**src/rtl/wfs_pkg.sv**
```systemverilog
// Shared types, constants and helpers for the wire-follow steering block.
// No dependencies; every other file of the block refers to it by scoped names.
package wfs_pkg;

  localparam int MagW     = 16;  // signed wire magnitude
  localparam int DtW      = 16;  // elapsed milliseconds per tick
  localparam int SpdW     = 8;   // wheel duty / full speed
  localparam int MaxMagW  = 15;  // magnitude cap
  localparam int TurnW    = 16;  // turn limits
  localparam int TimeW    = 32;  // saturating timers, tracking limit
  localparam int CfgIdxW  = 3;
  localparam int CfgDataW = 32;

  // Slowdown divider: dividend is a 15x12 product, divisor is up to 5*cap.
  localparam int OpaW     = 15;
  localparam int OpbW     = 12;
  localparam int DivW     = OpaW + OpbW;
  localparam int DvsW     = 18;
  localparam int DivSteps = DivW;
  localparam int DivCntW  = $clog2(DivSteps);

  typedef enum logic [2:0] {
    S_IDLE,
    S_RUN,
    S_MUL,
    S_DIV,
    S_TURN,
    S_OUT
  } state_t;

  typedef enum logic [1:0] {
    DIR_FORWARD    = 2'd0,
    DIR_SPIN_LEFT  = 2'd1,
    DIR_SPIN_RIGHT = 2'd2,
    DIR_STOPPED    = 2'd3
  } dir_t;

  typedef enum logic [CfgIdxW-1:0] {
    CFG_CCW_ENABLE   = 3'd0,
    CFG_MAX_MAG      = 3'd1,
    CFG_FULL_SPEED   = 3'd2,
    CFG_MAX_LEFT_MS  = 3'd3,
    CFG_MAX_RIGHT_MS = 3'd4,
    CFG_MAX_TRACK_MS = 3'd5
  } cfg_idx_t;

  typedef struct packed {
    logic busy;
    logic done;
  } div_status_t;

  // Saturating add of a timer and a tick duration.
  function automatic logic [TimeW-1:0] sat_add(input logic [TimeW-1:0] a,
                                               input logic [DtW-1:0] b);
    logic [TimeW:0] sum;
    sum = {1'b0, a} + {{(TimeW+1-DtW){1'b0}}, b};
    return sum[TimeW] ? {TimeW{1'b1}} : sum[TimeW-1:0];
  endfunction

endpackage

```
**src/rtl/wfs_if.sv**
```systemverilog
// Valid/ready channel interfaces for the wire-follow steering block.
// Depends on wfs_pkg for field widths.
interface wfs_in_if;
  logic                              valid;
  logic                              ready;
  logic signed [wfs_pkg::MagW-1:0]   magnitude;
  logic                              inside_req;
  logic        [wfs_pkg::DtW-1:0]    elapsed_ms;

  modport source(output valid, magnitude, inside_req, elapsed_ms, input ready);
  modport sink(input valid, magnitude, inside_req, elapsed_ms, output ready);
endinterface

interface wfs_out_if;
  logic                       valid;
  logic                       ready;
  logic [wfs_pkg::SpdW-1:0]   duty_l;
  logic [wfs_pkg::SpdW-1:0]   duty_r;
  logic [1:0]                 direction;
  logic                       done_res;

  modport source(output valid, duty_l, duty_r, direction, done_res, input ready);
  modport sink(input valid, duty_l, duty_r, direction, done_res, output ready);
endinterface

interface wfs_cfg_if;
  logic                          valid;
  logic                          ready;
  logic [wfs_pkg::CfgIdxW-1:0]   index;
  logic [wfs_pkg::CfgDataW-1:0]  data;

  modport source(output valid, index, data, input ready);
  modport sink(input valid, index, data, output ready);
endinterface

```
**src/rtl/wfs_div.sv**
```systemverilog
// Restoring divider, one quotient bit per cycle, for the steering slowdown.
// Depends on wfs_pkg for widths and the status struct.
module wfs_div (
  input  logic                          clk,
  input  logic                          rst_n,
  input  logic                          start,
  input  logic [wfs_pkg::DivW-1:0]      dividend,
  input  logic [wfs_pkg::DvsW-1:0]      divisor,
  output logic [wfs_pkg::DivW-1:0]      quotient,
  output wfs_pkg::div_status_t          status
);

  logic [wfs_pkg::DivW-1:0]    quo_r, quo_nxt;
  logic [wfs_pkg::DvsW-1:0]    rem_r, rem_nxt;
  logic [wfs_pkg::DvsW-1:0]    dvs_r;
  logic [wfs_pkg::DivCntW-1:0] cnt_r;
  logic                        busy_r, done_r;
  logic [wfs_pkg::DvsW:0]      trial;
  logic [wfs_pkg::DvsW:0]      diff;
  logic                        take;

  // One compare-subtract step: shift in the next dividend bit.
  always_comb begin
    trial   = {rem_r, quo_r[wfs_pkg::DivW-1]};
    diff    = trial - {1'b0, dvs_r};
    take    = (trial >= {1'b0, dvs_r});
    rem_nxt = take ? diff[wfs_pkg::DvsW-1:0] : trial[wfs_pkg::DvsW-1:0];
    quo_nxt = {quo_r[wfs_pkg::DivW-2:0], take};
  end

  always_ff @(posedge clk) begin
    if (!rst_n) begin
      busy_r <= 1'b0;
      done_r <= 1'b0;
      cnt_r  <= '0;
    end else begin
      done_r <= 1'b0;
      if (start) begin
        busy_r <= 1'b1;
        cnt_r  <= '0;
      end else if (busy_r) begin
        cnt_r <= cnt_r + 1'b1;
        if (cnt_r == wfs_pkg::DivCntW'(wfs_pkg::DivSteps - 1)) begin
          busy_r <= 1'b0;
          done_r <= 1'b1;
        end
      end
    end
  end

  always_ff @(posedge clk) begin
    if (start) begin
      quo_r <= dividend;
      rem_r <= '0;
      dvs_r <= divisor;
    end else if (busy_r) begin
      quo_r <= quo_nxt;
      rem_r <= rem_nxt;
    end
  end

  assign quotient    = quo_r;
  assign status.busy = busy_r;
  assign status.done = done_r;

endmodule

```
**src/rtl/wire_follow_steering.sv**
```systemverilog
// Top level of the wire-follow steering block: sequencer, state and registers.
// Depends on wfs_pkg, the channel interfaces in wfs_if and the divider wfs_div.
//
// Each input beat is one sensor tick (signed magnitude, inside flag, elapsed ms)
// and produces exactly one result beat (two wheel duties, direction, done).
// The block takes one tick at a time. A tick that steers (CCW enable set, not
// finished, limit not reached on this tick, nonzero magnitude) goes through the
// tracking timer step, the multiply, the bit-serial slowdown division (27
// quotient steps and one to flag completion), the turn-limit decision and the
// load of the result register. The next tick is taken once the result is loaded.
// Any other tick goes from the tracking timer step straight to the result load.
// The result register lets the next tick enter while a finished result still
// waits for the sink; the sequencer only stalls when a second result is ready
// before the first has been taken.
// Configuration writes are always taken and must only come while the block is
// idle. Once the tracking limit is reached the block reports done with both
// wheels stopped on every tick until reset.
module wire_follow_steering (
  input  logic          clk,
  input  logic          rst_n,
  wfs_in_if.sink        in_ch,
  wfs_out_if.source     out_ch,
  wfs_cfg_if.sink       cfg_ch
);

  // Configuration registers
  logic                           ccw_en_r;
  logic [wfs_pkg::MaxMagW-1:0]    max_mag_r;
  logic [wfs_pkg::SpdW-1:0]       speed_r;
  logic [wfs_pkg::TurnW-1:0]      max_left_r;
  logic [wfs_pkg::TurnW-1:0]      max_right_r;
  logic [wfs_pkg::TimeW-1:0]      max_track_r;

  // Sequencer and latched tick
  wfs_pkg::state_t                state_r, state_nxt;
  logic signed [wfs_pkg::MagW-1:0] mag_r;
  logic                           inside_r;
  logic [wfs_pkg::DtW-1:0]        dt_r;

  // Steering state
  logic                           last_inside_r, last_inside_nxt;
  logic [wfs_pkg::TimeW-1:0]      left_time_r, left_time_nxt;
  logic [wfs_pkg::TimeW-1:0]      right_time_r, right_time_nxt;
  logic [wfs_pkg::TimeW-1:0]      run_time_r, run_time_nxt;
  logic [wfs_pkg::SpdW-1:0]       left_duty_r, left_duty_nxt;
  logic [wfs_pkg::SpdW-1:0]       right_duty_r, right_duty_nxt;
  wfs_pkg::dir_t                  mode_r, mode_nxt;
  logic                           finished_r, finished_nxt;

  // Result register
  logic                           out_vld_r, out_vld_nxt;
  logic [wfs_pkg::SpdW-1:0]       out_left_r, out_right_r;
  wfs_pkg::dir_t                  out_dir_r;
  logic                           out_done_r;
  logic                           out_load;

  // Datapath helpers
  logic                           in_acc;
  logic                           mag_pos;
  logic                           mag_zero;
  logic [wfs_pkg::TimeW-1:0]      run_sum;
  logic                           track_on;
  logic                           fin_now;
  logic                           go;
  logic [wfs_pkg::MaxMagW-1:0]    mx;
  logic [wfs_pkg::OpaW-1:0]       opa;
  logic [wfs_pkg::OpbW-1:0]       opb;
  logic signed [wfs_pkg::MagW:0]  mag_ofs;
  logic [wfs_pkg::MagW:0]         mag_abs;
  logic [wfs_pkg::DivW-1:0]       product;
  logic [wfs_pkg::DvsW-1:0]       divisor;
  logic [wfs_pkg::DivW-1:0]       quotient;
  wfs_pkg::div_status_t           div_st;
  logic                           div_start;
  logic [wfs_pkg::SpdW-1:0]       slow;

  assign in_ch.ready  = (state_r == wfs_pkg::S_IDLE);
  assign in_acc       = in_ch.valid && in_ch.ready;
  assign cfg_ch.ready = 1'b1;

  assign mag_pos  = !mag_r[wfs_pkg::MagW-1];
  assign mag_zero = (mag_r == '0);

  // Tracking timer and finish decision
  assign track_on = !finished_r && (max_track_r != '0);
  assign run_sum  = wfs_pkg::sat_add(run_time_r, dt_r);
  assign fin_now  = track_on && (run_sum >= max_track_r);
  assign go       = !(finished_r || fin_now) && !mag_zero;

  // Multiplier operands: capped magnitude times 9*speed, or |m+100| times speed
  assign mx      = (max_mag_r == '0) ? wfs_pkg::MaxMagW'(1) : max_mag_r;
  assign mag_ofs = {mag_r[wfs_pkg::MagW-1], mag_r} + (wfs_pkg::MagW+1)'(100);
  assign mag_abs = mag_ofs[wfs_pkg::MagW] ? (wfs_pkg::MagW+1)'(-mag_ofs)
                                          : (wfs_pkg::MagW+1)'(mag_ofs);

  always_comb begin
    if (mag_pos) begin
      opa = ($unsigned(mag_r) > {1'b0, mx}) ? mx : mag_r[wfs_pkg::OpaW-1:0];
      opb = {1'b0, speed_r, 3'b000} + {4'b0000, speed_r};
      divisor = {1'b0, mx, 2'b00} + {3'b000, mx};
    end else begin
      opa = mag_abs[wfs_pkg::OpaW-1:0];
      opb = {4'b0000, speed_r};
      divisor = {3'b000, mx};
    end
  end

  assign product   = opa * opb;
  assign div_start = (state_r == wfs_pkg::S_MUL);

  wfs_div u_div (
    .clk      (clk),
    .rst_n    (rst_n),
    .start    (div_start),
    .dividend (product),
    .divisor  (divisor),
    .quotient (quotient),
    .status   (div_st)
  );

  // Clamp the slowdown to the speed ceiling
  assign slow = (quotient > {{(wfs_pkg::DivW-wfs_pkg::SpdW){1'b0}}, speed_r})
                ? speed_r : quotient[wfs_pkg::SpdW-1:0];

  assign out_load = (state_r == wfs_pkg::S_OUT) && (!out_vld_r || out_ch.ready);

  // Next state
  always_comb begin
    state_nxt = state_r;
    unique case (state_r)
      wfs_pkg::S_IDLE: if (in_acc) state_nxt = wfs_pkg::S_RUN;
      wfs_pkg::S_RUN:  state_nxt = (go && ccw_en_r) ? wfs_pkg::S_MUL : wfs_pkg::S_OUT;
      wfs_pkg::S_MUL:  state_nxt = wfs_pkg::S_DIV;
      wfs_pkg::S_DIV:  if (div_st.done) state_nxt = wfs_pkg::S_TURN;
      wfs_pkg::S_TURN: state_nxt = wfs_pkg::S_OUT;
      wfs_pkg::S_OUT:  if (out_load) state_nxt = wfs_pkg::S_IDLE;
      default:         state_nxt = wfs_pkg::S_IDLE;
    endcase
  end

  // State updates per sequencer step
  always_comb begin
    last_inside_nxt = last_inside_r;
    left_time_nxt   = left_time_r;
    right_time_nxt  = right_time_r;
    run_time_nxt    = run_time_r;
    left_duty_nxt   = left_duty_r;
    right_duty_nxt  = right_duty_r;
    mode_nxt        = mode_r;
    finished_nxt    = finished_r;
    unique case (state_r)
      wfs_pkg::S_RUN: begin
        // Advance the tracking timer; stop the motors at the limit
        if (track_on) run_time_nxt = run_sum;
        if (fin_now) begin
          finished_nxt   = 1'b1;
          left_duty_nxt  = '0;
          right_duty_nxt = '0;
          mode_nxt       = wfs_pkg::DIR_STOPPED;
        end
        // Inside flip clears both turn timers, even with tracking off
        if (go && (last_inside_r != inside_r)) begin
          left_time_nxt   = '0;
          right_time_nxt  = '0;
          last_inside_nxt = inside_r;
        end
      end
      wfs_pkg::S_MUL: begin
        // Accumulate the turning side, clear the other
        if (mag_pos) begin
          right_time_nxt = '0;
          left_time_nxt  = wfs_pkg::sat_add(left_time_r, dt_r);
        end else begin
          left_time_nxt  = '0;
          right_time_nxt = wfs_pkg::sat_add(right_time_r, dt_r);
        end
      end
      wfs_pkg::S_TURN: begin
        if (mag_pos) begin
          if (left_time_r > {{(wfs_pkg::TimeW-wfs_pkg::TurnW){1'b0}}, max_left_r}) begin
            left_duty_nxt  = speed_r;
            right_duty_nxt = speed_r;
            mode_nxt       = wfs_pkg::DIR_SPIN_LEFT;
          end else begin
            left_duty_nxt  = speed_r - slow;
            right_duty_nxt = speed_r;
            mode_nxt       = wfs_pkg::DIR_FORWARD;
          end
        end else begin
          if (right_time_r > {{(wfs_pkg::TimeW-wfs_pkg::TurnW){1'b0}}, max_right_r}) begin
            left_duty_nxt  = speed_r;
            right_duty_nxt = speed_r;
            mode_nxt       = wfs_pkg::DIR_SPIN_RIGHT;
          end else begin
            left_duty_nxt  = speed_r;
            right_duty_nxt = speed_r - slow;
            mode_nxt       = wfs_pkg::DIR_FORWARD;
          end
        end
      end
      default: ;
    endcase
  end

  // Result register valid: drop on a taken beat, set on load
  always_comb begin
    out_vld_nxt = out_vld_r;
    if (out_vld_r && out_ch.ready) out_vld_nxt = 1'b0;
    if (out_load) out_vld_nxt = 1'b1;
  end

  always_ff @(posedge clk) begin
    if (!rst_n) begin
      state_r       <= wfs_pkg::S_IDLE;
      ccw_en_r      <= 1'b1;
      max_mag_r     <= wfs_pkg::MaxMagW'(2000);
      speed_r       <= wfs_pkg::SpdW'(255);
      max_left_r    <= wfs_pkg::TurnW'(3000);
      max_right_r   <= wfs_pkg::TurnW'(3000);
      max_track_r   <= '0;
      last_inside_r <= 1'b0;
      left_time_r   <= '0;
      right_time_r  <= '0;
      run_time_r    <= '0;
      left_duty_r   <= '0;
      right_duty_r  <= '0;
      mode_r        <= wfs_pkg::DIR_FORWARD;
      finished_r    <= 1'b0;
      out_vld_r     <= 1'b0;
    end else begin
      state_r       <= state_nxt;
      last_inside_r <= last_inside_nxt;
      left_time_r   <= left_time_nxt;
      right_time_r  <= right_time_nxt;
      run_time_r    <= run_time_nxt;
      left_duty_r   <= left_duty_nxt;
      right_duty_r  <= right_duty_nxt;
      mode_r        <= mode_nxt;
      finished_r    <= finished_nxt;
      out_vld_r     <= out_vld_nxt;
      if (cfg_ch.valid && cfg_ch.ready) begin
        unique case (cfg_ch.index)
          wfs_pkg::CFG_CCW_ENABLE:   ccw_en_r    <= cfg_ch.data[0];
          wfs_pkg::CFG_MAX_MAG:      max_mag_r   <= cfg_ch.data[wfs_pkg::MaxMagW-1:0];
          wfs_pkg::CFG_FULL_SPEED:   speed_r     <= cfg_ch.data[wfs_pkg::SpdW-1:0];
          wfs_pkg::CFG_MAX_LEFT_MS:  max_left_r  <= cfg_ch.data[wfs_pkg::TurnW-1:0];
          wfs_pkg::CFG_MAX_RIGHT_MS: max_right_r <= cfg_ch.data[wfs_pkg::TurnW-1:0];
          wfs_pkg::CFG_MAX_TRACK_MS: max_track_r <= cfg_ch.data;
          default: ;
        endcase
      end
    end
  end

  // Payload registers: latch the tick, load the result
  always_ff @(posedge clk) begin
    if (in_acc) begin
      mag_r    <= in_ch.magnitude;
      inside_r <= in_ch.inside_req;
      dt_r     <= in_ch.elapsed_ms;
    end
    if (out_load) begin
      out_left_r  <= left_duty_r;
      out_right_r <= right_duty_r;
      out_dir_r   <= mode_r;
      out_done_r  <= finished_r;
    end
  end

  assign out_ch.valid     = out_vld_r;
  assign out_ch.duty_l    = out_left_r;
  assign out_ch.duty_r    = out_right_r;
  assign out_ch.direction = out_dir_r;
  assign out_ch.done_res  = out_done_r;

  // Finished is sticky until reset
  a_finished_sticky: assert property (@(posedge clk) disable iff (!rst_n)
    finished_r |=> finished_r)
    else $error("finished flag dropped");

  // A done result always carries stopped motors
  a_done_stopped: assert property (@(posedge clk) disable iff (!rst_n)
    (out_vld_r && out_done_r) |->
      (out_left_r == '0 && out_right_r == '0 && out_dir_r == wfs_pkg::DIR_STOPPED))
    else $error("done result with running motors");

  // The divider is idle whenever a new tick is taken
  a_div_idle_on_accept: assert property (@(posedge clk) disable iff (!rst_n)
    in_acc |-> !div_st.busy)
    else $error("tick accepted while divider busy");

  // Divider completion only lands while the sequencer waits for it
  a_div_done_in_div: assert property (@(posedge clk) disable iff (!rst_n)
    div_st.done |-> (state_r == wfs_pkg::S_DIV))
    else $error("divider done outside divide step");

endmodule
```
**src/flat_wrapper.sv**
```systemverilog
// flat-port wrapper written by rule: the top's interface ports become plain ports
module wire_follow_steering_flat 
  (clk, rst_n, in_ch_valid, in_ch_magnitude, in_ch_inside_req, in_ch_elapsed_ms, in_ch_ready, out_ch_valid, out_ch_duty_l, out_ch_duty_r, out_ch_direction, out_ch_done_res, out_ch_ready, cfg_ch_valid, cfg_ch_index, cfg_ch_data, cfg_ch_ready);
  wfs_in_if in_ch_i ();
  wfs_out_if out_ch_i ();
  wfs_cfg_if cfg_ch_i ();
  input  logic clk;
  input  logic rst_n;
  input wire logic [$bits(in_ch_i.valid)-1:0] in_ch_valid;
  input wire logic [$bits(in_ch_i.magnitude)-1:0] in_ch_magnitude;
  input wire logic [$bits(in_ch_i.inside_req)-1:0] in_ch_inside_req;
  input wire logic [$bits(in_ch_i.elapsed_ms)-1:0] in_ch_elapsed_ms;
  output wire logic [$bits(in_ch_i.ready)-1:0] in_ch_ready;
  output wire logic [$bits(out_ch_i.valid)-1:0] out_ch_valid;
  output wire logic [$bits(out_ch_i.duty_l)-1:0] out_ch_duty_l;
  output wire logic [$bits(out_ch_i.duty_r)-1:0] out_ch_duty_r;
  output wire logic [$bits(out_ch_i.direction)-1:0] out_ch_direction;
  output wire logic [$bits(out_ch_i.done_res)-1:0] out_ch_done_res;
  input wire logic [$bits(out_ch_i.ready)-1:0] out_ch_ready;
  input wire logic [$bits(cfg_ch_i.valid)-1:0] cfg_ch_valid;
  input wire logic [$bits(cfg_ch_i.index)-1:0] cfg_ch_index;
  input wire logic [$bits(cfg_ch_i.data)-1:0] cfg_ch_data;
  output wire logic [$bits(cfg_ch_i.ready)-1:0] cfg_ch_ready;
  assign in_ch_i.valid = in_ch_valid;
  assign in_ch_i.magnitude = in_ch_magnitude;
  assign in_ch_i.inside_req = in_ch_inside_req;
  assign in_ch_i.elapsed_ms = in_ch_elapsed_ms;
  assign in_ch_ready = in_ch_i.ready;
  assign out_ch_valid = out_ch_i.valid;
  assign out_ch_duty_l = out_ch_i.duty_l;
  assign out_ch_duty_r = out_ch_i.duty_r;
  assign out_ch_direction = out_ch_i.direction;
  assign out_ch_done_res = out_ch_i.done_res;
  assign out_ch_i.ready = out_ch_ready;
  assign cfg_ch_i.valid = cfg_ch_valid;
  assign cfg_ch_i.index = cfg_ch_index;
  assign cfg_ch_i.data = cfg_ch_data;
  assign cfg_ch_ready = cfg_ch_i.ready;
  wire_follow_steering u_core (.clk(clk), .rst_n(rst_n), .in_ch(in_ch_i), .out_ch(out_ch_i), .cfg_ch(cfg_ch_i));
endmodule
```
**config.mk**
```make
export PLATFORM = sky130hd
export DESIGN_NAME = wire_follow_steering_flat
export DESIGN_NICKNAME = d
export VERILOG_FILES = /design/src/rtl/wfs_pkg.sv /design/src/rtl/wfs_if.sv /design/src/rtl/wfs_div.sv /design/src/rtl/wire_follow_steering.sv /design/src/flat_wrapper.sv
export SDC_FILE = /design/constraint.sdc
export NUM_CORES = 1
export LEC_CHECK = 0
export ABC_AREA = 1
export BUFFER_PORTS_ARGS = -buffer_cell sky130_fd_sc_hd__buf_2
export CAP_MARGIN = 10
export CORE_MARGIN = 4
export CORE_UTILIZATION = 57
export CTS_BUF_LIST = sky130_fd_sc_hd__clkbuf_2 sky130_fd_sc_hd__clkbuf_4 sky130_fd_sc_hd__clkbuf_8
export CTS_CLUSTER_DIAMETER = 100
export DETAILED_ROUTE_END_ITERATION = 6
export GPL_TIMING_DRIVEN = 1
export PLACE_DENSITY = 0.83
export SETUP_SLACK_MARGIN = 0.3
export SLEW_MARGIN = 15
export SYNTH_ARGS = -nofsm -noshare
export SYNTH_HDL_FRONTEND = slang
export SYNTH_HIERARCHICAL = 1
export SYNTH_SLANG_ARGS = --single-unit
```
**constraint.sdc**
```tcl
create_clock -name clk -period 12.12 [get_ports clk]
set_input_delay 0 -clock clk [delete_from_list [all_inputs] [get_ports clk]]
set_output_delay 0 -clock clk [all_outputs]
set_load 0.05 [all_outputs]
```
==> impl_metrics.csv <==
group,metric,value,unit
status,status,"complete, no violations",
sta,layout_setup_ws,4000,ps
critical_path,cp-start-kind,"flip-flop",
floorplan,die_w,232,um
global_route,grt_usage,31.0,%
global_route,grt_pass1_vias,26600,
sta,slew_headroom,16.8,%
sta,hold_viol_final,0,
critical_path,cpMaxStageDelayCell,"fa_1",
cells_and_area,layout_common_cells,"800 x nand2_1, 565 x inv_1, 352 x a21oi_1, 306 x nand3_1, 264 x nor2_1",
critical_path,critical_path_required,12520,ps
placed_design,hpwlAfterDp,60.7,mm
floorplan,initial_utilization,58.0,%
drt,drt_iter0_drc,2873,
clock_network,clockRootBuffer,"clkbuf_8",
global_route,grt_overflow,0,
cells_and_area,drive_gt1_share,8.97,%
clock_network,cts_resized,0,
placed_design,portBuffers,93,
placed_design,placed_cell_area,29300,sq um
clock_network,cts_buffer_depth,3,
critical_path,r2r-end,"u_core/u_div/quotient[18]$_DFFE_PP_",
floorplan,dieArea,53700,sq um
floorplan,die_height,232,um
sta,clock_skew,89.3,ps
drt,wl_per_cell,17.8,um
placed_design,dp_slack,4290,ps
global_route,grt_max_degree,100,
cells_and_area,area_growth,11.6,%
cells_and_area,fill_cells,4196,
hold_path,worstHoldEndpoint,"u_core/mag_r[15]$_DFFE_PP_",
critical_path,cp_data_arrival_time,8520,ps
clock_network,cts_tree,"yes",
sta,period_needed,8120,ps
hold_path,worstHoldPathType,"in -> reg",
synth,syn-num-nets,4329,
drt,drc_errors,0,
floorplan,coreArea,49200,sq um
critical_path,reg2reg_slack,4000,ps
floorplan,core.rowCount,81,
synth,syn_inst,3871,
sta,worstMarginPinSlew,1240,ps
clock_network,cts_setup_buffers,0,
synth,syn_area,28500,sq um
synth,synth_warnings,6,
drt,final_antenna_net_count,0,
drt,first_pass_iters,6,
sta,finalMaxSlewViolations,0,
critical_path,cp_slowest_stage_delay,550,ps
hold_path,hold_start,"in_ch_magnitude[15]",
sta,fin_tns_setup,0,ps
cells_and_area,num-nets-final,4486,
cells_and_area,utilization,64.7,%
critical_path,crit_path_end_kind,"flip-flop",
floorplan,io_pins,95,
hold_path,worst_hold_path.num_cells,2,
sta,setup_viol,0,
drt,drt-vias-per-instance,5.78,
sta,max_freq,0.123,GHz
critical_path,rr_startpoint,"u_core/max_mag_r[13]$_SDFFE_PN0P_",
cells_and_area,layout_commonest_cell,"nand2_1",
cells_and_area,design_area,31800,sq um
sta,rsz0062_at_grt,"false",
critical_path,cp_max_fo,13,
global_route,grt_pass1_wl,137,mm
placed_design,gp_congestion,0.991,
clock_network,cts_made_buffers,58,
clock_network,htreeDepth,2,
flow_run,drv_cap,0,
global_route,grt_antenna_before_repair,3,
clock_network,cts_hold_buf,114,
clock_network,numClockSinks,330,
drt,routed_wl,84.4,mm
sta,min_period_over_period,67.0,%
clock_network,clk_latency,740,ps
critical_path,critPathKind,"reg -> reg",
synth,avgSynthCellArea,7.36,sq um
critical_path,worst_path_most_repeated_cell,"nand2_1",
critical_path,r2r_cells,33,
drt,vias,27400,
clock_network,clk_pin_slew_worst_paths,70,ps
==> stage by stage <==
step | std cells | hold WS (ps)
after floorplan | 3871 | 98.9
after global placement | 4517 | 176
after detailed placement | 4517 | 178
after CTS | 4741 | 35.4
after global routing | 4744 | 54.9
final | 4744 | 64.6
==> worst max-delay path by stage <==
stage / endpoint / cells past startpoint / startpoint
after global routing: u_core/u_div/quotient[18]$_DFFE_PP_ / 33 / u_core/max_mag_r[13]$_SDFFE_PN0P_
after global placement: u_core/u_div/quotient[18]$_DFFE_PP_ / 33 / u_core/max_mag_r[13]$_SDFFE_PN0P_
after detailed placement: u_core/u_div/quotient[18]$_DFFE_PP_ / 33 / u_core/max_mag_r[13]$_SDFFE_PN0P_
final: u_core/u_div/quotient[18]$_DFFE_PP_ / 33 / u_core/max_mag_r[13]$_SDFFE_PN0P_
after floorplan: u_core/u_div/quotient[18]$_DFFE_PP_ / 34 / u_core/max_mag_r[13]$_SDFFE_PN0P_
after CTS: u_core/u_div/quotient[18]$_DFFE_PP_ / 33 / u_core/max_mag_r[13]$_SDFFE_PN0P_
==> sequential cells by signal, summed over array words and instances, names as in the netlist, 5 cells and up <==
| register | count |
|---|---|
| u_core/left_time_r | 32 |
| u_core/max_track_r | 32 |
| u_core/right_time_r | 32 |
| u_core/run_time_r | 32 |
| u_core/u_div/quotient | 27 |
| u_core/u_div/dvs_r | 18 |
| u_core/u_div/rem_r | 18 |
| u_core/dt_r | 16 |
| u_core/mag_r | 16 |
| u_core/max_left_r | 16 |
| u_core/max_right_r | 16 |
| u_core/max_mag_r | 15 |
| u_core/left_duty_r | 8 |
| u_core/out_ch.duty_l | 8 |
| u_core/out_ch.duty_r | 8 |
| u_core/right_duty_r | 8 |
| u_core/speed_r | 8 |
| u_core/u_div/cnt_r | 5 |
==> area by class of cell <==
cell class                 instances  area [sq um]  area share [%]
inverter                         585          2200            6.93
timing repair buffer             226          1760            5.54
clock buffer                      77           991            3.12
antenna                            2          5.00          0.0157
clock inverter                    33           355            1.12
tap                              664           831            2.61
multi-input combinational       2827         18100            56.8
sequential                       330          7580            23.8
==> critical path, delay by kind of cell (launching register included) <==
family                   cells  cell delay, ps
adder cells (fa/ha/maj)      7            3200
AO/OA/AOI/OAI                9            2050
AND/OR/NAND/NOR             11            1470
buffers and inverters        5             500
flip-flops                   1             420
XOR/XNOR                     1             170
==> routing by layer <==
| layer | global-route usage, % | wire (um) |
|---|---|---|
| met1 | 40.2 | 34400 |
| met2 | 51.1 | 38700 |
| met3 | 5.49 | 7120 |
| met4 | 13.6 | 4120 |
| met5 | 0 | 27 |
Power is left out: the tool's default activity adds up to more than one toggle a clock period on the data nets, which glitch-free logic cannot reach.
